==> src/hw/rtl/pichb_pkg.sv <==
// shared constants, codes and controller/datapath interface types
`default_nettype none

package pichb_pkg;

  // moving average depth default and shutdown count
  localparam int unsigned AVG_DEPTH_DEF  = 4;
  localparam int unsigned SHUTDOWN_TICKS = 400;

  // field widths
  localparam int unsigned KIND_W     = 2;
  localparam int unsigned ACT_W      = 2;
  localparam int unsigned POT_W      = 12;
  localparam int unsigned CUR_W      = 16;
  localparam int unsigned GAIN_W     = 16;
  localparam int unsigned MAG_W      = 15;
  localparam int unsigned DUTY_W     = 16;
  localparam int unsigned HP_W       = 16;
  localparam int unsigned TICK_W     = 32;
  localparam int unsigned INTEG_W    = 32;
  localparam int unsigned ERR_W      = CUR_W + 1;
  localparam int unsigned CMAG_W     = 17;
  localparam int unsigned CFG_IDX_W  = 3;
  localparam int unsigned CFG_DATA_W = 16;

  // remainder unit: two quotient bits per step
  localparam int unsigned DIV_STEPS = HP_W / 2;
  localparam int unsigned DIV_CNT_W = $clog2(DIV_STEPS);

  // request kinds
  localparam logic [KIND_W-1:0] KIND_TICK  = 2'd0;
  localparam logic [KIND_W-1:0] KIND_START = 2'd1;
  localparam logic [KIND_W-1:0] KIND_STOP  = 2'd2;

  // result actions
  localparam logic [ACT_W-1:0] ACT_NONE = 2'd0;
  localparam logic [ACT_W-1:0] ACT_HALT = 2'd1;
  localparam logic [ACT_W-1:0] ACT_SET  = 2'd2;

  // configuration register indexes
  localparam logic [CFG_IDX_W-1:0] REG_PROP_GAIN   = 3'd0;
  localparam logic [CFG_IDX_W-1:0] REG_INTEG_GAIN  = 3'd1;
  localparam logic [CFG_IDX_W-1:0] REG_REF_MAG     = 3'd2;
  localparam logic [CFG_IDX_W-1:0] REG_DUTY_SPAN   = 3'd3;
  localparam logic [CFG_IDX_W-1:0] REG_PWM_WRAP    = 3'd4;
  localparam logic [CFG_IDX_W-1:0] REG_SAFE_LOW    = 3'd5;
  localparam logic [CFG_IDX_W-1:0] REG_SAFE_HIGH   = 3'd6;
  localparam logic [CFG_IDX_W-1:0] REG_HALF_PERIOD = 3'd7;

  // register reset values
  localparam logic [GAIN_W-1:0] PROP_GAIN_RST   = 16'd32768;
  localparam logic [GAIN_W-1:0] INTEG_GAIN_RST  = 16'd6554;
  localparam logic [MAG_W-1:0]  REF_MAG_RST     = 15'd100;
  localparam logic [DUTY_W-1:0] DUTY_SPAN_RST   = 16'd1200;
  localparam logic [DUTY_W-1:0] PWM_WRAP_RST    = 16'd65535;
  localparam logic [POT_W-1:0]  SAFE_LOW_RST    = 12'd3800;
  localparam logic [POT_W-1:0]  SAFE_HIGH_RST   = 12'd4000;
  localparam logic [HP_W-1:0]   HALF_PERIOD_RST = 16'd100;

  // commands from controller to datapath
  typedef struct packed {
    logic             take;
    logic             ring;
    logic             avg_mul;
    logic             avg_set;
    logic             cmd_apply;
    logic             shut;
    logic             div_init;
    logic             div_step;
    logic             err_step;
    logic             integ_step;
    logic             mul_step;
    logic             sum_step;
    logic             scale_step;
    logic             load_out;
    logic [ACT_W-1:0] act;
  } pichb_cmd_t;

  // status from datapath to controller
  typedef struct packed {
    logic [KIND_W-1:0] kind;
    logic              enabled;
    logic              win_bad;
    logic              shut_hit;
    logic              div_last;
  } pichb_stat_t;

endpackage

`default_nettype wire

==> src/hw/rtl/pichb_ctrl.sv <==
// controller: sequences one request through the datapath and owns the handshakes
`default_nettype none

module pichb_ctrl (
  input  wire                     clk_i,
  input  wire                     rst_ni,
  input  wire                     in_valid_i,
  output logic                    in_stall_o,
  output logic                    out_valid_o,
  input  wire                     out_stall_i,
  input  pichb_pkg::pichb_stat_t  stat_i,
  output pichb_pkg::pichb_cmd_t   cmd_o
);
  import pichb_pkg::*;

  typedef enum logic [11:0] {
    ST_IDLE  = 12'b0000_0000_0001,
    ST_DEC   = 12'b0000_0000_0010,
    ST_AMUL  = 12'b0000_0000_0100,
    ST_ASET  = 12'b0000_0000_1000,
    ST_CHECK = 12'b0000_0001_0000,
    ST_DIV   = 12'b0000_0010_0000,
    ST_ERR   = 12'b0000_0100_0000,
    ST_INTEG = 12'b0000_1000_0000,
    ST_MUL   = 12'b0001_0000_0000,
    ST_SUM   = 12'b0010_0000_0000,
    ST_SCALE = 12'b0100_0000_0000,
    ST_DONE  = 12'b1000_0000_0000
  } state_e;

  state_e           state_q, state_d;
  logic [ACT_W-1:0] act_q, act_d;
  logic             out_valid_q, out_valid_d;

  // next state and datapath commands
  always_comb begin
    state_d = state_q;
    act_d   = act_q;
    cmd_o   = '0;
    cmd_o.act = act_q;
    unique case (state_q)
      ST_IDLE: begin
        if (in_valid_i) begin
          cmd_o.take = 1'b1;
          state_d    = ST_DEC;
        end
      end
      ST_DEC: begin
        act_d = ACT_NONE;
        unique case (stat_i.kind)
          KIND_TICK: begin
            cmd_o.ring = 1'b1;
            state_d    = ST_AMUL;
          end
          KIND_START, KIND_STOP: begin
            cmd_o.cmd_apply = 1'b1;
            state_d         = ST_DONE;
          end
          default: begin
            state_d = ST_DONE;
          end
        endcase
      end
      ST_AMUL: begin
        cmd_o.avg_mul = 1'b1;
        state_d       = ST_ASET;
      end
      ST_ASET: begin
        cmd_o.avg_set = 1'b1;
        state_d       = ST_CHECK;
      end
      ST_CHECK: begin
        priority if (!stat_i.enabled) begin
          act_d   = ACT_NONE;
          state_d = ST_DONE;
        end else if (stat_i.win_bad) begin
          act_d   = ACT_HALT;
          state_d = ST_DONE;
        end else if (stat_i.shut_hit) begin
          cmd_o.shut = 1'b1;
          act_d      = ACT_HALT;
          state_d    = ST_DONE;
        end else begin
          cmd_o.div_init = 1'b1;
          act_d          = ACT_SET;
          state_d        = ST_DIV;
        end
      end
      ST_DIV: begin
        cmd_o.div_step = 1'b1;
        if (stat_i.div_last) begin
          state_d = ST_ERR;
        end
      end
      ST_ERR: begin
        cmd_o.err_step = 1'b1;
        state_d        = ST_INTEG;
      end
      ST_INTEG: begin
        cmd_o.integ_step = 1'b1;
        state_d          = ST_MUL;
      end
      ST_MUL: begin
        cmd_o.mul_step = 1'b1;
        state_d        = ST_SUM;
      end
      ST_SUM: begin
        cmd_o.sum_step = 1'b1;
        state_d        = ST_SCALE;
      end
      ST_SCALE: begin
        cmd_o.scale_step = 1'b1;
        state_d          = ST_DONE;
      end
      ST_DONE: begin
        if (!out_valid_q || !out_stall_i) begin
          cmd_o.load_out = 1'b1;
          state_d        = ST_IDLE;
        end
      end
      default: begin
        state_d = ST_IDLE;
      end
    endcase
  end

  // result slot: filled on load, emptied when taken
  assign out_valid_d = cmd_o.load_out | (out_valid_q & out_stall_i);

  always_ff @(posedge clk_i or negedge rst_ni) begin
    if (!rst_ni) begin
      state_q     <= ST_IDLE;
      act_q       <= ACT_NONE;
      out_valid_q <= 1'b0;
    end else begin
      state_q     <= state_d;
      act_q       <= act_d;
      out_valid_q <= out_valid_d;
    end
  end

  assign in_stall_o  = (state_q != ST_IDLE);
  assign out_valid_o = out_valid_q;

endmodule

`default_nettype wire

==> config.mk <==
export PLATFORM = sky130hd
export DESIGN_NAME = pichb_ctrl
export DESIGN_NICKNAME = d
export VERILOG_FILES = /design/src/hw/rtl/pichb_pkg.sv /design/src/hw/rtl/pichb_ctrl.sv
export SDC_FILE = /design/constraint.sdc
export NUM_CORES = 1
export LEC_CHECK = 0
export BUFFER_PORTS_ARGS = -buffer_cell sky130_fd_sc_hd__buf_2
export CAP_MARGIN = 0
export CORE_MARGIN = 5
export CORE_UTILIZATION = 45
export CTS_BUF_LIST = sky130_fd_sc_hd__clkbuf_16
export DETAILED_ROUTE_END_ITERATION = 6
export GPL_TIMING_DRIVEN = 0
export HOLD_SLACK_MARGIN = 0.03
export PLACE_DENSITY = 0.71
export SLEW_MARGIN = 20
export SYNTH_ARGS = -nofsm -noshare
export SYNTH_HDL_FRONTEND = slang
export SYNTH_SLANG_ARGS = --single-unit
export TNS_END_PERCENT = 100
==> constraint.sdc <==
create_clock -name clk_i -period 4.15 [get_ports clk_i]
set_input_delay 0.83 -clock clk_i [delete_from_list [all_inputs] [get_ports clk_i]]
set_output_delay 0.83 -clock clk_i [all_outputs]
set_load 0.03 [all_outputs]
======== Word level (Yosys, flattened, before mapping) ========
Cells that the tools add are included.
word-level totals
  output and inout port bits .............. 18
  register bits after elaboration ......... 15
  ROM bits ................................ 0
  input bits .............................. 10
  memories ................................ 0
  logic and storage cells ................. 63
  bits in writable memories ............... 0
  bits in latches ......................... 0
cells by class
  add/subtract/negate cells ............... 0
  mux-type cells .......................... 33
  bitwise operators ....................... 2
  reduce and logical (&&, ||, !) cells .... 7
  div/mod/pow operators ................... 0
  $mul .................................... 0
  equality and inequality tests ........... 18
  $lt $le $gt $ge ......................... 0
  shifts and indexed selects .............. 0
operators by type and width
  operator                                                                 number
  12-bit one-hot mux with 12 select lines                                  1
  12-bit two-way mux                                                       7
  1-bit two-way mux                                                        18
  12-bit by 1-bit equality test with 1-bit output, second input constant   1
  12-bit by 10-bit equality test with 1-bit output, second input constant  1
  12-bit by 11-bit equality test with 1-bit output, second input constant  1
  12-bit equality test, second input constant                              1
  12-bit by 2-bit equality test with 1-bit output, second input constant   1
  12-bit by 3-bit equality test with 1-bit output, second input constant   1
  12-bit by 4-bit equality test with 1-bit output, second input constant   1
  12-bit by 5-bit equality test with 1-bit output, second input constant   1
  12-bit by 6-bit equality test with 1-bit output, second input constant   1
  12-bit by 7-bit equality test with 1-bit output, second input constant   1
  12-bit by 8-bit equality test with 1-bit output, second input constant   1
  12-bit by 9-bit equality test with 1-bit output, second input constant   1
  2-bit two-way mux                                                        6
  12-bit by 1-bit != test with 1-bit output, second input constant         1
  2-bit != test, second input constant                                     3
  2-bit one-hot mux with 2 select lines                                    1
  3-bit AND reduction                                                      1
  2-bit by 1-bit equality test with 1-bit output, second input constant    1
  2-bit equality test, second input constant                               1
  1-bit zero test                                                          2
  2-bit zero test                                                          1
  other kinds (5)                                                          5

======== Depth between registers and ports, before layout ========
  word-level depth ........................ 5
  mapped depth ............................ 6
  depth with buffers taken out ............ 6

======== Worst setup path before layout ========
No wires, ideal clock.
  kind .................................... register -> output
  start ................................... register state_q[8]
  end ..................................... output cmd_o[15] (netlist bit)
  arrival ................................. 1.893 ns
  setup slack ............................. 1.427 ns
  stages on the path, launching flop included .. 4
  buffers on the path ..................... 0
  required time ........................... 3.320 ns
  path through ............................ dfrtp_1 nor4_4 nand4_1 nor2_1
RTL lines
  what                    RTL line           RTL
  start, declared         pichb_ctrl.sv:31   state_e state_q, state_d;
  start signal, assigned  pichb_ctrl.sv:136  state_q <= state_d;
  end, declared           pichb_ctrl.sv:12   output pichb_pkg::pichb_cmd_t cmd_o

==> metrics.md <==
| Metric | Value |
|---|---|
| Status | completed |
| Slowest stage cell on the critical path | nor4_4 |
| Chip height | 56.8 um |
| Mapped Area | 983 um^2 |
| Resize count post-CTS | 0 |
| Cts hold-fix bufs | 0 |
| CORE AREA | 2150 um^2 |
| Full die area | 3220 um^2 |
| Fin util | 57.5% |
| Setup bufs post-CTS | 0 |
| Critical Path Max Stage Delay | 0.52 ns |
| Reg2reg end | state_q[5] |
| TritonRoute pass-1 iters | 3 |
| Rows | 17 |
| Adder-cell share of the synthesized area | 1.27% |
| Initial antenna violation count | 0 |
| TritonCTS clock tree | done |
| Clock skew | 0.00129 ns |
| Via/cell ratio | 5.35 |
| Layout cell share with drive strength beyond 1 | 33.1% |
| R2R Setup Slk | 2.53 ns |
| PwrDens | 484 nW/um^2 |
| GR Overflow Total | 0 |
| Post-synthesis register bit count | 15 |
| Mux cell area share after synthesis | 0% |
| Power Total | 0.598 mW |
| CP required | 3.32 ns |
| Final period util | 69.1% |
| Synth Instances | 105 |
| Largest net degree at the start of global routing | 16 |
| Setup crit start | state_q[8] |
| Nets | 148 |
| Total nets after synthesis | 116 |
| RSZ-0062 raised after global routing | false |
| Num ports | 28 |
| Worst setup path end | cmd_o[9] |
| Peak supply drop | 0.278 mV |
| Post-synth EDFFs | 0 |
| Post-DRT Antenna Nets | 0 |
| All-Layer GR Usage | 14.5% |
| Warnings from Yosys | 0 |
| Top_reg_cell synth | dfrtp_1 |
| XOR/XNOR Fraction of Synth Area | 1.78% |
| Drt drc | 0 |
| First-pass GRT wire length | 3680 um |
| Comb pwr share | 35.2% |
| Slew headroom | 68.5% |
| Reg power frac | 33.0% |
| Reg2reg start | state_q[8] |
| Port buffer count | 27 |
| Switch share | 38.3% |
| Synth cell types | 37 |
| Crit path max fanout | 8 |
| Crit path arrival time | 2.04 ns |
| Lkg Pwr | 0.678 nW |
| Sum Neg Setup Slack | 0 ns |
| H-Tree Depth | 1 |
| Worst skew pair latency | 0.24 ns |
| Clock power share | 31.8% |
| Synth Area in Compound Gates | 10.2% |
| Largest family of logic cells by synthesized area | simple AND/OR/NAND/NOR gates |
| Initial DRC Count | 10 |
| Fmax | 349 MHz |
| Switching power | 0.229 mW |
| Antenna cells | 0 |
| DR WL/cell | 13.3 um |
| Pint | 0.369 mW |
| Die Wd | 56.8 um |
| Sequential area share after synthesis | 38.3% |
| CP Class | reg2out |
| Root Driver | clkbuf_16 |
| Startpoint Class | flop |
| Layout fillers | 201 |
| Hold Crit Class | in2async |
| Final slew viol count | 0 |
| Max clock buf depth | 2 |
| # setup viols final | 0 |
| P&R area growth vs syn | 25.7% |
| Crit-path cells | nor4_4 -> nand4_2 -> or2_1 -> inv_1 -> buf_4 -> buf_2 |
| Worst setup EP type | primary output |
| Synth Area per Inst | 9.37 um^2 |
| Clk sinks | 15 |
| Num CTS Buffers | 3 |
| MaxCap Viol Count | 0 |
| Worst-Margin Slew | 0.469 ns |
| Async SR Flop Fraction | 100% |
| Routability-driven placement congestion ratio | 0.755 |
| Initial core utilization | 45.8% |
| Minimum clock period | 2.87 ns |
| Simple-gate share of the synthesized area | 43.6% |
| Vias in the first global route | 869 |
| Detailed-route via count | 878 |
| WHS | 0.490 ns |
| Total wire length | 2170 um |
| DP Wirelength | 1670 um |
| Count of final hold-check violations | 0 |
| Worst R2R Path Depth | 4 |
| CTS clk-pin slew, worst paths | 0.05 ns |
-- stage by stage --
step                      instance area [um^2]  std cells  setup slack [ns]
after floorplan                            983        105              1.43
after global placement                    1150        160              1.54
after detailed placement                  1150        160              1.54
after CTS                                 1240        164              1.27
after global routing                      1240        164              1.14
final                                     1240        164              1.28
-- worst min-delay path by stage --
stage / from / end / slack [ns] / cells after the start
after floorplan: rst_ni / act_q[0] / 0.53 / 0
after global placement: act_q[0] / act_q[0] / 0.49 / 2
after detailed placement: act_q[0] / act_q[0] / 0.50 / 2
after CTS: rst_ni / state_q[3] / 0.50 / 1
after global routing: rst_ni / state_q[5] / 0.52 / 1
final: rst_ni / state_q[3] / 0.49 / 1
-- cell usage in the layout (no fill, tap or decap) --
master / n
o21ai_0: 6
and3b_1: 4
and3_1: 4
and4b_1: 7
or2_1: 1
nor2_4: 1
nor2b_1: 2
o22ai_1: 1
clkbuf_16: 3
clkinvlp_4: 1
inv_1: 7
inv_2: 1
o21ai_1: 2
nand3_2: 1
nor2_1: 10
and2_1: 4
dfstp_2: 1
nand2_4: 1
dfrtp_1: 14
nand4b_1: 1
or3_1: 1
buf_4: 1
a31oi_1: 2
o211a_1: 1
nand4_1: 2
a311oi_1: 1
nand2_1: 9
o211ai_1: 1
buf_2: 29
nor4b_2: 1
nor3_4: 1
nor3_1: 4
nor3b_2: 1
nand3_1: 1
nor4_4: 2
ha_1: 1
xor2_1: 2
nand4_2: 1
a21oi_1: 3
-- metal layers --
metal  wire [um]  GRT usage [%]  up-vias  share of wire (%)
li1            -              -      441                  -
met1         951           17.1      413                 44
met2        1070           25.1       19                 49
met3         111           3.22        5                5.1
met4          36           5.96        0                1.7
met5           0              0        -                  0
-- Yosys cell counts, types with 3 or more instances --
master	n	share of area, %
dfrtp_1	14	36
nand2_1	9	3.4
and4b_1	7	7.1
o21ai_0	6	3.1
nor2_1	10	3.8
and3_1	4	2.5
nor3_1	4	2.0
and2_1	4	2.5
inv_1	7	2.7
a21oi_1	3	1.5
and3b_1	4	3.6
-- registers in the layout (all words and copies together), names as in the netlist --
signal,count
out_valid_o,1
state_q,12
act_q,2
-- critical path, delay by kind of cell (launching register included) --
kind / cells / cell delay (ns)
and+or+nand+nor: 3 / 0.99
DFF: 1 / 0.46
buffers and inverters: 3 / 0.33
-- final cells by class --
cell class	count	area (um^2)	area share, %
sequential	15	377	30.5
clock inverter	1	7.51	0.607
tap	28	35.0	2.83
clock buffer	3	75.1	6.07
inverter	8	30.0	2.43
timing repair buffer	27	135	10.9
buffer	3	17.5	1.42
multi-input combinational	79	559	45.2
-- logic make-up after synthesis --
group | after synthesis
simple gates | 59
compound gates | 17
flops | 15
buf+inv | 11
xor+xnor | 2
fa+ha+maj | 1
-- power by group through the flow --
stage	clock, mW	combinational, mW	sequential [mW]
6_report	0.191	0.210	0.197
5_1_grt	0.204	0.232	0.200
4_1_cts	0.194	0.212	0.197
3_5_place_dp	0	0.211	0.198
3_3_place_gp	0	0.206	0.197
2_1_floorplan	0	0.149	0.205
Power figures use the tool's default switching activity.
