`config.mk`:
```
export PLATFORM = sky130hd
export DESIGN_NAME = pichb_dp
export DESIGN_NICKNAME = d
export VERILOG_FILES = /design/src/hw/rtl/pichb_pkg.sv /design/src/hw/rtl/pichb_dp.sv
export SDC_FILE = /design/constraint.sdc
export NUM_CORES = 2
export LEC_CHECK = 0
export BUFFER_PORTS_ARGS = -buffer_cell sky130_fd_sc_hd__buf_2
export CORE_MARGIN = 4
export CORE_UTILIZATION = 67
export CTS_BUF_LIST = sky130_fd_sc_hd__clkbuf_2 sky130_fd_sc_hd__clkbuf_4 sky130_fd_sc_hd__clkbuf_8
export CTS_CLUSTER_SIZE = 28
export DETAILED_ROUTE_END_ITERATION = 8
export PLACE_DENSITY = 0.84
export SYNTH_ARGS = -nofsm -noshare
export SYNTH_HDL_FRONTEND = slang
export SYNTH_SLANG_ARGS = --single-unit
export TNS_END_PERCENT = 50
```
`constraint.sdc`:
```
create_clock -name clk_i -period 10.4 [get_ports clk_i]
set_clock_uncertainty 0.2 [all_clocks]
set_input_delay 0 -clock clk_i [delete_from_list [all_inputs] [get_ports clk_i]]
set_output_delay 0 -clock clk_i [all_outputs]
set_load 0.02 [all_outputs]
```
`src/hw/rtl/pichb_pkg.sv`:
```
// shared constants, codes and controller/datapath interface types
`default_nettype none

package pichb_pkg;

  // moving average depth default and shutdown count
  localparam int unsigned AVG_DEPTH_DEF  = 4;
  localparam int unsigned SHUTDOWN_TICKS = 400;

  // field widths
  localparam int unsigned KIND_W     = 2;
  localparam int unsigned ACT_W      = 2;
  localparam int unsigned POT_W      = 12;
  localparam int unsigned CUR_W      = 16;
  localparam int unsigned GAIN_W     = 16;
  localparam int unsigned MAG_W      = 15;
  localparam int unsigned DUTY_W     = 16;
  localparam int unsigned HP_W       = 16;
  localparam int unsigned TICK_W     = 32;
  localparam int unsigned INTEG_W    = 32;
  localparam int unsigned ERR_W      = CUR_W + 1;
  localparam int unsigned CMAG_W     = 17;
  localparam int unsigned CFG_IDX_W  = 3;
  localparam int unsigned CFG_DATA_W = 16;

  // remainder unit: two quotient bits per step
  localparam int unsigned DIV_STEPS = HP_W / 2;
  localparam int unsigned DIV_CNT_W = $clog2(DIV_STEPS);

  // request kinds
  localparam logic [KIND_W-1:0] KIND_TICK  = 2'd0;
  localparam logic [KIND_W-1:0] KIND_START = 2'd1;
  localparam logic [KIND_W-1:0] KIND_STOP  = 2'd2;

  // result actions
  localparam logic [ACT_W-1:0] ACT_NONE = 2'd0;
  localparam logic [ACT_W-1:0] ACT_HALT = 2'd1;
  localparam logic [ACT_W-1:0] ACT_SET  = 2'd2;

  // configuration register indexes
  localparam logic [CFG_IDX_W-1:0] REG_PROP_GAIN   = 3'd0;
  localparam logic [CFG_IDX_W-1:0] REG_INTEG_GAIN  = 3'd1;
  localparam logic [CFG_IDX_W-1:0] REG_REF_MAG     = 3'd2;
  localparam logic [CFG_IDX_W-1:0] REG_DUTY_SPAN   = 3'd3;
  localparam logic [CFG_IDX_W-1:0] REG_PWM_WRAP    = 3'd4;
  localparam logic [CFG_IDX_W-1:0] REG_SAFE_LOW    = 3'd5;
  localparam logic [CFG_IDX_W-1:0] REG_SAFE_HIGH   = 3'd6;
  localparam logic [CFG_IDX_W-1:0] REG_HALF_PERIOD = 3'd7;

  // register reset values
  localparam logic [GAIN_W-1:0] PROP_GAIN_RST   = 16'd32768;
  localparam logic [GAIN_W-1:0] INTEG_GAIN_RST  = 16'd6554;
  localparam logic [MAG_W-1:0]  REF_MAG_RST     = 15'd100;
  localparam logic [DUTY_W-1:0] DUTY_SPAN_RST   = 16'd1200;
  localparam logic [DUTY_W-1:0] PWM_WRAP_RST    = 16'd65535;
  localparam logic [POT_W-1:0]  SAFE_LOW_RST    = 12'd3800;
  localparam logic [POT_W-1:0]  SAFE_HIGH_RST   = 12'd4000;
  localparam logic [HP_W-1:0]   HALF_PERIOD_RST = 16'd100;

  // commands from controller to datapath
  typedef struct packed {
    logic             take;
    logic             ring;
    logic             avg_mul;
    logic             avg_set;
    logic             cmd_apply;
    logic             shut;
    logic             div_init;
    logic             div_step;
    logic             err_step;
    logic             integ_step;
    logic             mul_step;
    logic             sum_step;
    logic             scale_step;
    logic             load_out;
    logic [ACT_W-1:0] act;
  } pichb_cmd_t;

  // status from datapath to controller
  typedef struct packed {
    logic [KIND_W-1:0] kind;
    logic              enabled;
    logic              win_bad;
    logic              shut_hit;
    logic              div_last;
  } pichb_stat_t;

endpackage

`default_nettype wire

```
`src/hw/rtl/pichb_dp.sv`:
```
// datapath: pot average, tick state, flip remainder, PI arithmetic, result register
`default_nettype none

module pichb_dp #(
  parameter int unsigned AVG_DEPTH = pichb_pkg::AVG_DEPTH_DEF
) (
  input  wire                                    clk_i,
  input  wire                                    rst_ni,
  input  pichb_pkg::pichb_cmd_t                  cmd_i,
  output pichb_pkg::pichb_stat_t                 stat_o,
  input  wire        [pichb_pkg::KIND_W-1:0]     kind_i,
  input  wire        [pichb_pkg::POT_W-1:0]      pot_sample_i,
  input  wire signed [pichb_pkg::CUR_W-1:0]      current_sample_i,
  input  wire                                    cfg_we_i,
  input  wire        [pichb_pkg::CFG_IDX_W-1:0]  cfg_index_i,
  input  wire        [pichb_pkg::CFG_DATA_W-1:0] cfg_data_i,
  output logic       [pichb_pkg::ACT_W-1:0]      action_o,
  output logic       [pichb_pkg::DUTY_W-1:0]     duty_a_o,
  output logic       [pichb_pkg::DUTY_W-1:0]     duty_b_o,
  output logic       [pichb_pkg::POT_W-1:0]      pot_average_o
);
  import pichb_pkg::*;

  // ring index and sum widths, reciprocal for the average
  localparam int unsigned IDX_W   = $clog2(AVG_DEPTH);
  localparam int unsigned SUM_W   = POT_W + IDX_W;
  localparam int unsigned AVG_S   = SUM_W + IDX_W;
  localparam int unsigned AVG_M   = ((2 ** AVG_S) + AVG_DEPTH - 1) / AVG_DEPTH;
  localparam int unsigned AVG_M_W = SUM_W + 1;
  localparam int unsigned APROD_W = SUM_W + AVG_M_W;
  localparam int unsigned PTERM_W = GAIN_W + 1 + ERR_W;
  localparam int unsigned ITERM_W = GAIN_W + 1 + INTEG_W;
  localparam int unsigned C_W     = ITERM_W + 1;
  localparam int unsigned DPROD_W = CMAG_W + DUTY_W;

  localparam logic [IDX_W-1:0]   IDX_LAST = IDX_W'(AVG_DEPTH - 1);
  localparam logic [AVG_M_W-1:0] AVG_MUL  = AVG_M_W'(AVG_M);
  localparam logic [TICK_W-1:0]  SHUT_CNT = TICK_W'(SHUTDOWN_TICKS);
  localparam logic [CMAG_W-1:0]  C_UNIT   = CMAG_W'(65536);

  // one restoring remainder bit
  function automatic logic [HP_W-1:0] rem_bit(input logic [HP_W-1:0] r, input logic b,
                                              input logic [HP_W-1:0] d);
    logic [HP_W:0] t;
    t = {r, b};
    if (t >= {1'b0, d}) begin
      t = t - {1'b0, d};
    end
    return t[HP_W-1:0];
  endfunction

  // configuration registers
  logic [GAIN_W-1:0] prop_gain_q, integ_gain_q;
  logic [MAG_W-1:0]  ref_mag_q;
  logic [DUTY_W-1:0] duty_span_q, pwm_wrap_q;
  logic [POT_W-1:0]  safe_low_q, safe_high_q;
  logic [HP_W-1:0]   half_period_q;

  // latched request
  logic [KIND_W-1:0]       kind_q;
  logic [POT_W-1:0]        pot_q;
  logic signed [CUR_W-1:0] cur_q;

  // controller state held in the datapath
  logic [POT_W-1:0]          ring_q [AVG_DEPTH];
  logic [SUM_W-1:0]          sum_q, sum_d;
  logic [IDX_W-1:0]          idx_q, idx_d;
  logic [APROD_W-1:0]        aprod_q;
  logic [POT_W-1:0]          avg_q;
  logic [TICK_W-1:0]         tick_q, tick_d;
  logic                      enabled_q, enabled_d;
  logic                      dir_neg_q, dir_neg_d;
  logic signed [INTEG_W-1:0] integ_q, integ_d;
  logic signed [INTEG_W-1:0] integ_d_sel;

  // remainder unit
  logic [HP_W-1:0]      dvd_q, rem_q, rem1, rem2;
  logic [DIV_CNT_W-1:0] cnt_q;

  // PI pipeline registers
  logic signed [ERR_W-1:0]   err_q, err_d;
  logic signed [PTERM_W-1:0] pterm_q;
  logic signed [ITERM_W-1:0] iterm_q;
  logic [CMAG_W-1:0]         cmag_q, cmag_d;
  logic [CMAG_W-1:0]         delta_q;

  logic                      flip, dir_new;
  logic signed [ERR_W-1:0]   ref_s;
  logic signed [INTEG_W:0]   isum;
  logic signed [C_W-1:0]     c_sum, c_neg;
  logic [DPROD_W-1:0]        dprod;
  logic [DUTY_W-1:0]         duty;

  // configuration writes
  always_ff @(posedge clk_i or negedge rst_ni) begin
    if (!rst_ni) begin
      prop_gain_q   <= PROP_GAIN_RST;
      integ_gain_q  <= INTEG_GAIN_RST;
      ref_mag_q     <= REF_MAG_RST;
      duty_span_q   <= DUTY_SPAN_RST;
      pwm_wrap_q    <= PWM_WRAP_RST;
      safe_low_q    <= SAFE_LOW_RST;
      safe_high_q   <= SAFE_HIGH_RST;
      half_period_q <= HALF_PERIOD_RST;
    end else if (cfg_we_i) begin
      unique case (cfg_index_i)
        REG_PROP_GAIN:   prop_gain_q   <= cfg_data_i[GAIN_W-1:0];
        REG_INTEG_GAIN:  integ_gain_q  <= cfg_data_i[GAIN_W-1:0];
        REG_REF_MAG:     ref_mag_q     <= cfg_data_i[MAG_W-1:0];
        REG_DUTY_SPAN:   duty_span_q   <= cfg_data_i[DUTY_W-1:0];
        REG_PWM_WRAP:    pwm_wrap_q    <= cfg_data_i[DUTY_W-1:0];
        REG_SAFE_LOW:    safe_low_q    <= cfg_data_i[POT_W-1:0];
        REG_SAFE_HIGH:   safe_high_q   <= cfg_data_i[POT_W-1:0];
        REG_HALF_PERIOD: half_period_q <= cfg_data_i[HP_W-1:0];
        default: ;
      endcase
    end
  end

  // request capture
  always_ff @(posedge clk_i or negedge rst_ni) begin
    if (!rst_ni) begin
      kind_q <= KIND_TICK;
    end else if (cmd_i.take) begin
      kind_q <= kind_i;
    end
  end

  always_ff @(posedge clk_i) begin
    if (cmd_i.take) begin
      pot_q <= pot_sample_i;
      cur_q <= current_sample_i;
    end
  end

  // ring slot replace and running sum
  always_comb begin
    sum_d = sum_q - SUM_W'(ring_q[idx_q]) + SUM_W'(pot_q);
    idx_d = (idx_q == IDX_LAST) ? '0 : idx_q + 1'b1;
  end

  always_ff @(posedge clk_i or negedge rst_ni) begin
    if (!rst_ni) begin
      for (int i = 0; i < AVG_DEPTH; i++) begin
        ring_q[i] <= '0;
      end
      sum_q <= '0;
      idx_q <= '0;
      avg_q <= '0;
    end else begin
      if (cmd_i.ring) begin
        ring_q[idx_q] <= pot_q;
        sum_q         <= sum_d;
        idx_q         <= idx_d;
      end
      if (cmd_i.avg_set) begin
        avg_q <= aprod_q[AVG_S +: POT_W];
      end
    end
  end

  // divide by depth as multiply by reciprocal
  always_ff @(posedge clk_i) begin
    if (cmd_i.avg_mul) begin
      aprod_q <= APROD_W'(sum_q) * APROD_W'(AVG_MUL);
    end
  end

  // reference flip and error
  always_comb begin
    flip    = (half_period_q != '0) && (rem_q == '0);
    dir_new = dir_neg_q ^ flip;
    ref_s   = dir_new ? -$signed({2'b00, ref_mag_q}) : $signed({2'b00, ref_mag_q});
    err_d   = ref_s - $signed({cur_q[CUR_W-1], cur_q});
  end

  // saturating integral
  always_comb begin
    isum = $signed({integ_q[INTEG_W-1], integ_q})
         + $signed({{(INTEG_W + 1 - ERR_W){err_q[ERR_W-1]}}, err_q});
    if (isum[INTEG_W] != isum[INTEG_W-1]) begin
      integ_d = isum[INTEG_W] ? $signed({1'b1, {(INTEG_W-1){1'b0}}})
                              : $signed({1'b0, {(INTEG_W-1){1'b1}}});
    end else begin
      integ_d = isum[INTEG_W-1:0];
    end
  end

  // tick, enable, direction and integral updates
  always_comb begin
    tick_d      = tick_q;
    enabled_d   = enabled_q;
    dir_neg_d   = dir_neg_q;
    integ_d_sel = integ_q;
    priority if (cmd_i.ring) begin
      tick_d = tick_q + 1'b1;
    end else if (cmd_i.cmd_apply) begin
      enabled_d   = (kind_q == KIND_START);
      integ_d_sel = '0;
    end else if (cmd_i.shut) begin
      tick_d      = '0;
      enabled_d   = 1'b0;
      dir_neg_d   = 1'b0;
      integ_d_sel = '0;
    end else if (cmd_i.err_step) begin
      dir_neg_d = dir_new;
    end else if (cmd_i.integ_step) begin
      integ_d_sel = integ_d;
    end else begin
      tick_d = tick_q;
    end
  end

  always_ff @(posedge clk_i or negedge rst_ni) begin
    if (!rst_ni) begin
      tick_q    <= '0;
      enabled_q <= 1'b0;
      dir_neg_q <= 1'b1;
      integ_q   <= '0;
    end else begin
      tick_q    <= tick_d;
      enabled_q <= enabled_d;
      dir_neg_q <= dir_neg_d;
      integ_q   <= integ_d_sel;
    end
  end

  // remainder of tick count by half period, two bits per step
  always_comb begin
    rem1 = rem_bit(rem_q, dvd_q[HP_W-1], half_period_q);
    rem2 = rem_bit(rem1, dvd_q[HP_W-2], half_period_q);
  end

  always_ff @(posedge clk_i or negedge rst_ni) begin
    if (!rst_ni) begin
      cnt_q <= '0;
    end else if (cmd_i.div_init) begin
      cnt_q <= '0;
    end else if (cmd_i.div_step) begin
      cnt_q <= cnt_q + 1'b1;
    end
  end

  always_ff @(posedge clk_i) begin
    if (cmd_i.div_init) begin
      dvd_q <= tick_q[HP_W-1:0];
      rem_q <= '0;
    end else if (cmd_i.div_step) begin
      dvd_q <= {dvd_q[HP_W-3:0], 2'b00};
      rem_q <= rem2;
    end
  end

  // control value clamp to the unit range of the active direction
  always_comb begin
    c_sum = $signed({{(C_W - PTERM_W){pterm_q[PTERM_W-1]}}, pterm_q})
          + $signed({iterm_q[ITERM_W-1], iterm_q});
    c_neg = -c_sum;
    if (dir_neg_q) begin
      if (!c_sum[C_W-1]) begin
        cmag_d = '0;
      end else if (c_neg[C_W-2:0] > (C_W-1)'(C_UNIT)) begin
        cmag_d = C_UNIT;
      end else begin
        cmag_d = c_neg[CMAG_W-1:0];
      end
    end else begin
      if (c_sum[C_W-1]) begin
        cmag_d = '0;
      end else if (c_sum[C_W-2:0] > (C_W-1)'(C_UNIT)) begin
        cmag_d = C_UNIT;
      end else begin
        cmag_d = c_sum[CMAG_W-1:0];
      end
    end
  end

  assign dprod = DPROD_W'(cmag_q) * DPROD_W'(duty_span_q);

  // PI pipeline
  always_ff @(posedge clk_i) begin
    if (cmd_i.err_step) begin
      err_q <= err_d;
    end
    if (cmd_i.mul_step) begin
      pterm_q <= $signed({1'b0, prop_gain_q}) * err_q;
      iterm_q <= $signed({1'b0, integ_gain_q}) * integ_q;
    end
    if (cmd_i.sum_step) begin
      cmag_q <= cmag_d;
    end
    if (cmd_i.scale_step) begin
      delta_q <= dprod[DPROD_W-1:DUTY_W];
    end
  end

  // active channel duty, floored at zero
  assign duty = (delta_q > {1'b0, pwm_wrap_q}) ? '0 : pwm_wrap_q - delta_q[DUTY_W-1:0];

  // result register
  always_ff @(posedge clk_i) begin
    if (cmd_i.load_out) begin
      action_o      <= cmd_i.act;
      pot_average_o <= avg_q;
      if (cmd_i.act == ACT_SET) begin
        duty_a_o <= dir_neg_q ? duty : pwm_wrap_q;
        duty_b_o <= dir_neg_q ? pwm_wrap_q : duty;
      end else begin
        duty_a_o <= '0;
        duty_b_o <= '0;
      end
    end
  end

  // status to controller
  always_comb begin
    stat_o.kind     = kind_q;
    stat_o.enabled  = enabled_q;
    stat_o.win_bad  = (avg_q < safe_low_q) || (avg_q > safe_high_q);
    stat_o.shut_hit = (tick_q >= SHUT_CNT);
    stat_o.div_last = (cnt_q == DIV_CNT_W'(DIV_STEPS - 1));
  end

endmodule

`default_nettype wire

```
# Yosys cells after proc, flatten, opt, wreduce, memory -nomap -nowiden

Cells that the tools add are included.

Register bits: 520
Bits of input ports: 68
Output and inout port bits: 52
Word-level logic and storage cells: 137

Add/sub/neg operators: 13
Multipliers: 3
Magnitude comparators: 10
Equal/unequal tests: 14
Muxes and demuxes: 35
Bitwise logic cells: 4
Reductions and logical operators: 23

Operators with widths:

| cell                                                 | count |
|---|---|
| 2-to-1 mux 32 bit                                    | 9 |
| 2-to-1 mux 16 bit                                    | 7 |
| 2-to-1 mux 17 bit                                    | 6 |
| > comparator 49 x 17 -> 1 bit, second input constant | 2 |
| adder 34 x 49 -> 50 bit                              | 1 |
| multiplier 17 x 32 -> 49 bit                         | 1 |
| negator 49 bit                                       | 1 |
| bitwise mux 48 bit                                   | 1 |
| subtractor 16 bit                                    | 3 |
| 2-to-1 mux 12 bit                                    | 3 |
| >= comparator 17 x 16 -> 1 bit                       | 2 |
| multiplier 17 x 17 -> 34 bit                         | 1 |
| adder 32 x 17 -> 33 bit                              | 1 |
| multiplier 17 x 16 -> 33 bit                         | 1 |
| adder 32 x 1 -> 32 bit, second input constant        | 1 |
| >= comparator 32 x 9 -> 1 bit, second input constant | 1 |
| binary-select mux 12 bit (select 2 bit)              | 1 |
| demux 12 bit (select 2 bit)                          | 1 |
| AND reduction 2 bit                                  | 10 |
| > comparator 17 x 16 -> 1 bit                        | 1 |
| negator 15 -> 17 bit                                 | 1 |
| subtractor 17 x 16 -> 17 bit                         | 1 |
| logical NOT 16 bit                                   | 1 |
| nonzero test 16 bit                                  | 1 |
| other kinds (28)                                     | 44 |

# Depth between registers and ports, before layout

Depth in word-level cells: 7
Depth in mapped cells: 33
Mapped depth without buffers: 31

# Least setup slack after synthesis

No wires, ideal clock.

Path kind: reg-to-reg
From: reg integ_gain_q[7]
To: reg iterm_q[48] (data pin)
Setup time: 0.260 ns
Arrival: 7.469 ns
Required time: 9.940 ns
Path slack: 2.471 ns
Cell stages (with the launch flop): 28
Buffers on the path: 1
Period minus slack after synthesis: 7.929 ns
Cell sequence: dfstp_2 > clkbuf_1 > nand2_1 > fa_1 > inv_1 > fa_1 > fa_1 > inv_1 > fa_1 > inv_1 > fa_1 > fa_1 > ha_1 > a21o_1 > a21o_1 > a21o_1 > a221oi_1 > o211ai_1 > a21o_1 > o211a_1 > o41a_1 > o22a_1 > a21o_1 > a21oi_1 > o21ai_0 > a221o_1 > a21oi_1 > xnor2_1

Word-level cells in the longest chain between the ends: 1

Ends and longest elaborated chain:

| element                      | line            | RTL |
|---|---|---|
| from (decl)                  | pichb_dp.sv:53  | `logic [GAIN_W-1:0] prop_gain_q, integ_gain_q;` |
| from (signal assigned)       | pichb_dp.sv:108 | `REG_INTEG_GAIN: integ_gain_q <= cfg_data_i[GAIN_W-1:0];` |
| multiplier 17 x 32 -> 49 bit | pichb_dp.sv:287 | `iterm_q <= $signed({1'b0, integ_gain_q}) * integ_q;` |
| to (signal assigned)         | pichb_dp.sv:287 |  |
| to (decl)                    | pichb_dp.sv:83  | `logic signed [ITERM_W-1:0] iterm_q;` |

Every way passes these cells.
A chain may end at the register's enable or synchronous reset.

# Worst setup path after layout

Ends and elaborated chain as after synthesis.

==> impl_metrics.py <==
metrics = {
    "run_status": {
        "outcome": "complete, no violations",
    },
    "yosys": {
        "synthTopCellsByArea": "fa_1, edfxtp_1, ha_1",
        "synth.distinct_cells": 95,
        "syn_inst": 6906,
        "synth.avg_cell_area_um2": 9.44,
        "ys_seq_elements": 518,
        "syn_area_um2": 65200,
        "seq_area_frac_synth_pct": 21.7,
        "yosys.area.top_type_share_pct": 28.3,
        "synth-edff-count": 236,
        "synth_ff_type": "edfxtp_1",
        "yosysTopAreaCell": "fa_1",
        "ys_async_sr_fraction_pct": 51.4,
        "yosys_warnings": 0,
        "syn_nets": 8451,
    },
    "cts": {
        "htreeDepth": 3,
        "postCtsSetupBuffers": 0,
        "post_cts_resized": 0,
        "clk_path_buf_depth": 3,
        "ctsRootBufferMaster": "clkbuf_8",
        "cts_hold_buf": 152,
        "cts-buffers-inserted": 88,
        "clk_latency_ns": 0.76,
        "tritoncts": "done",
        "clk_pin_slew_ns": 0.07,
        "clock_sinks": 518,
    },
    "drt": {
        "drc": 0,
        "first_iter_violations": 4154,
        "drtAntennaViolNets": 0,
        "first_pass_iters": 7,
        "wire_per_inst_um": 19.7,
        "vias_per_cell": 5.97,
        "vias": 50100,
        "routed_wirelength_um": 166000,
    },
    "floorplanning": {
        "design.core.area_um2": 96600,
        "fp.dieH_um": 320,
        "dieWidth_um": 320,
        "start_util_pct": 67.5,
        "ios": 120,
        "die_area_um2": 102000,
        "rows": 114,
    },
    "timing": {
        "finalHoldViolations": 0,
        "period_minus_slack_ns": 9.04,
        "max_slew_margin_pct": 20.1,
        "max_clock_freq_mhz": 111,
        "fin_crit_sh_pct": 86.9,
        "worst_pin_slew_ns": 1.20,
        "rsz0062_at_grt": "false",
        "setup-tns-final_ns": 0,
        "drv_slew": 0,
        "finalSetupViolations": 0,
    },
    "setup_path": {
        "crit_type": "reg2reg",
        "r2r_cells": 26,
        "arrival_ns": 9.26,
        "cp-start-kind": "flop",
        "cp_data_required_time_ns": 10.63,
        "path_max_fanout": 33,
        "critPathCaptureType": "flop",
    },
    "global_route": {
        "antenna_found_initial": 10,
        "grtUsageTotal_pct": 33.3,
        "grt_pass1_vias": 53100,
        "grt_pass1_wl_um": 274000,
        "grt_overflow": 0,
        "grt_max_degree": 74,
    },
    "final_layout": {
        "layout.nets": 8578,
        "layout-drive-gt1-share_pct": 7.86,
        "final_cell_mix": "inv_1, nand2_1, fa_1, ha_1, and2_1",
        "area_growth_pct": 7.55,
        "fillers": 6605,
        "final_common_cell": "inv_1",
    },
    "hold_path": {
        "holdPathStages": 2,
        "hp-class": "in2reg",
    },
    "place": {
        "dp_hpwl_um": 124000,
        "port_buffers": 119,
        "place_congestion": 0.940,
    },
    "job": {
        "maxCapViolCount": 0,
    },
}
## logic make-up (layout without fill, tap and decap cells)
| family | Yosys count | after routing | synth area share (%) |
|---|---|---|---|
| other | 0 | 10 | 0 |
| multiplexers | 183 | 183 | 3.31 |
| AND/OR/NAND/NOR | 2050 | 2050 | 15.1 |
| flip-flops | 518 | 518 | 21.7 |
| XOR/XNOR | 223 | 223 | 2.99 |
| AO/OA/AOI/OAI | 912 | 912 | 9.03 |
| buffers and inverters | 1543 | 1746 | 8.95 |
| adder cells (fa/ha/maj) | 1477 | 1477 | 39.0 |
## routing by layer
layer	up-vias	share of wire (%)	GRT usage (%)
met4	6	4.3	13.6
met1	24900	38	42.5
li1	22400	-	-
met3	520	11	9.74
met2	2307	47	53.8
met5	-	0.028	0
## Yosys cell counts, drive strengths merged (22+ instances only)
master / n
inv: 1277
nor3: 74
or3: 22
nand2b: 64
ha: 554
nand3: 82
dfrtp: 218
nand4: 42
xor2: 63
o21a: 40
o21ai: 253
o21bai: 37
edfxtp: 236
a22oi: 35
and3: 43
dfstp: 48
nor2b: 49
mux2i: 28
a211oi: 35
mux2: 143
and2: 377
buf: 30
nand2: 975
o211ai: 29
fa: 923
nor4: 28
a21oi: 217
a21o: 90
a21boi: 23
xnor2: 160
clkbuf: 236
nor2: 213
## worst max-delay path, cell delays in order (launching register included)
cell,delay [ns]
dfstp_2,0.99
nand2_1,0.17
fa_1,0.57
inv_1,0.07
fa_1,0.52
fa_1,0.51
inv_1,0.05
fa_1,0.47
inv_1,0.05
fa_1,0.50
fa_1,0.49
ha_1,0.37
a21o_1,0.19
a21o_1,0.17
a21o_1,0.20
a221oi_1,0.37
o211ai_1,0.16
a21o_1,0.24
o211a_1,0.29
o41a_1,0.42
o22a_1,0.21
a21o_1,0.18
a21oi_1,0.27
o21ai_0,0.28
a221o_1,0.41
a21oi_1,0.24
xnor2_1,0.11
## path summary, 6_finish.rpt
check / from / slack [ns] / endpoint
worst max-delay path: integ_gain_q[7] / 1.36 / iterm_q[48]
worst min-delay path: cmd_i[3] / 0.09 / delta_q[14]
worst max register to register: integ_gain_q[7] / 1.36 / iterm_q[48]
worst min register to register: sum_q[10] / 0.25 / aprod_q[24]
max in group asynchronous: rst_ni / 8.08 / integ_q[24]
min in group asynchronous: rst_ni / 0.15 / ring_q[22]
## flip-flops by register name (all words and copies together) (netlist names), 17 cells and up
| register | cells |
|---|---|
| iterm_q | 49 |
| tick_q | 32 |
| err_q | 17 |
| delta_q | 17 |
| ring_q | 48 |
| pterm_q | 34 |
| integ_q | 32 |
| cmag_q | 17 |
## metrics by stage
stage               setup slack [ns]  cell area, µm²  hold slack (ns)  std cells  utilization (%)
floorplan                       2.47           65200           -0.496       6906                -
detailed placement              1.57           66700           -0.202       8067             69.0
finish                          1.36           70100           0.0875       8395             72.6
CTS                             1.45           70100         0.000421       8385             72.6
global placement                1.82           66700           -0.208       8067             69.0
global route                    1.04           70100           0.0641       8388             72.6
## area by class of cell
| cell class | count | area (µm²) | area share, % |
|---|---|---|---|
| Antenna cell | 10 | 25.0 | 0.0357 |
| Timing Repair Buffer | 303 | 2390 | 3.40 |
| Sequential cell | 518 | 14100 | 20.1 |
| Clock inverter | 36 | 333 | 0.475 |
| Clock buffer | 130 | 1590 | 2.27 |
| Multi-Input combinational cell | 4845 | 45300 | 64.6 |
| Tap cell | 1276 | 1600 | 2.28 |
| Inverter | 1277 | 4790 | 6.83 |
Power is not shown: default switching activity piles up to over one toggle a cycle in this logic, so the estimate is an artifact.
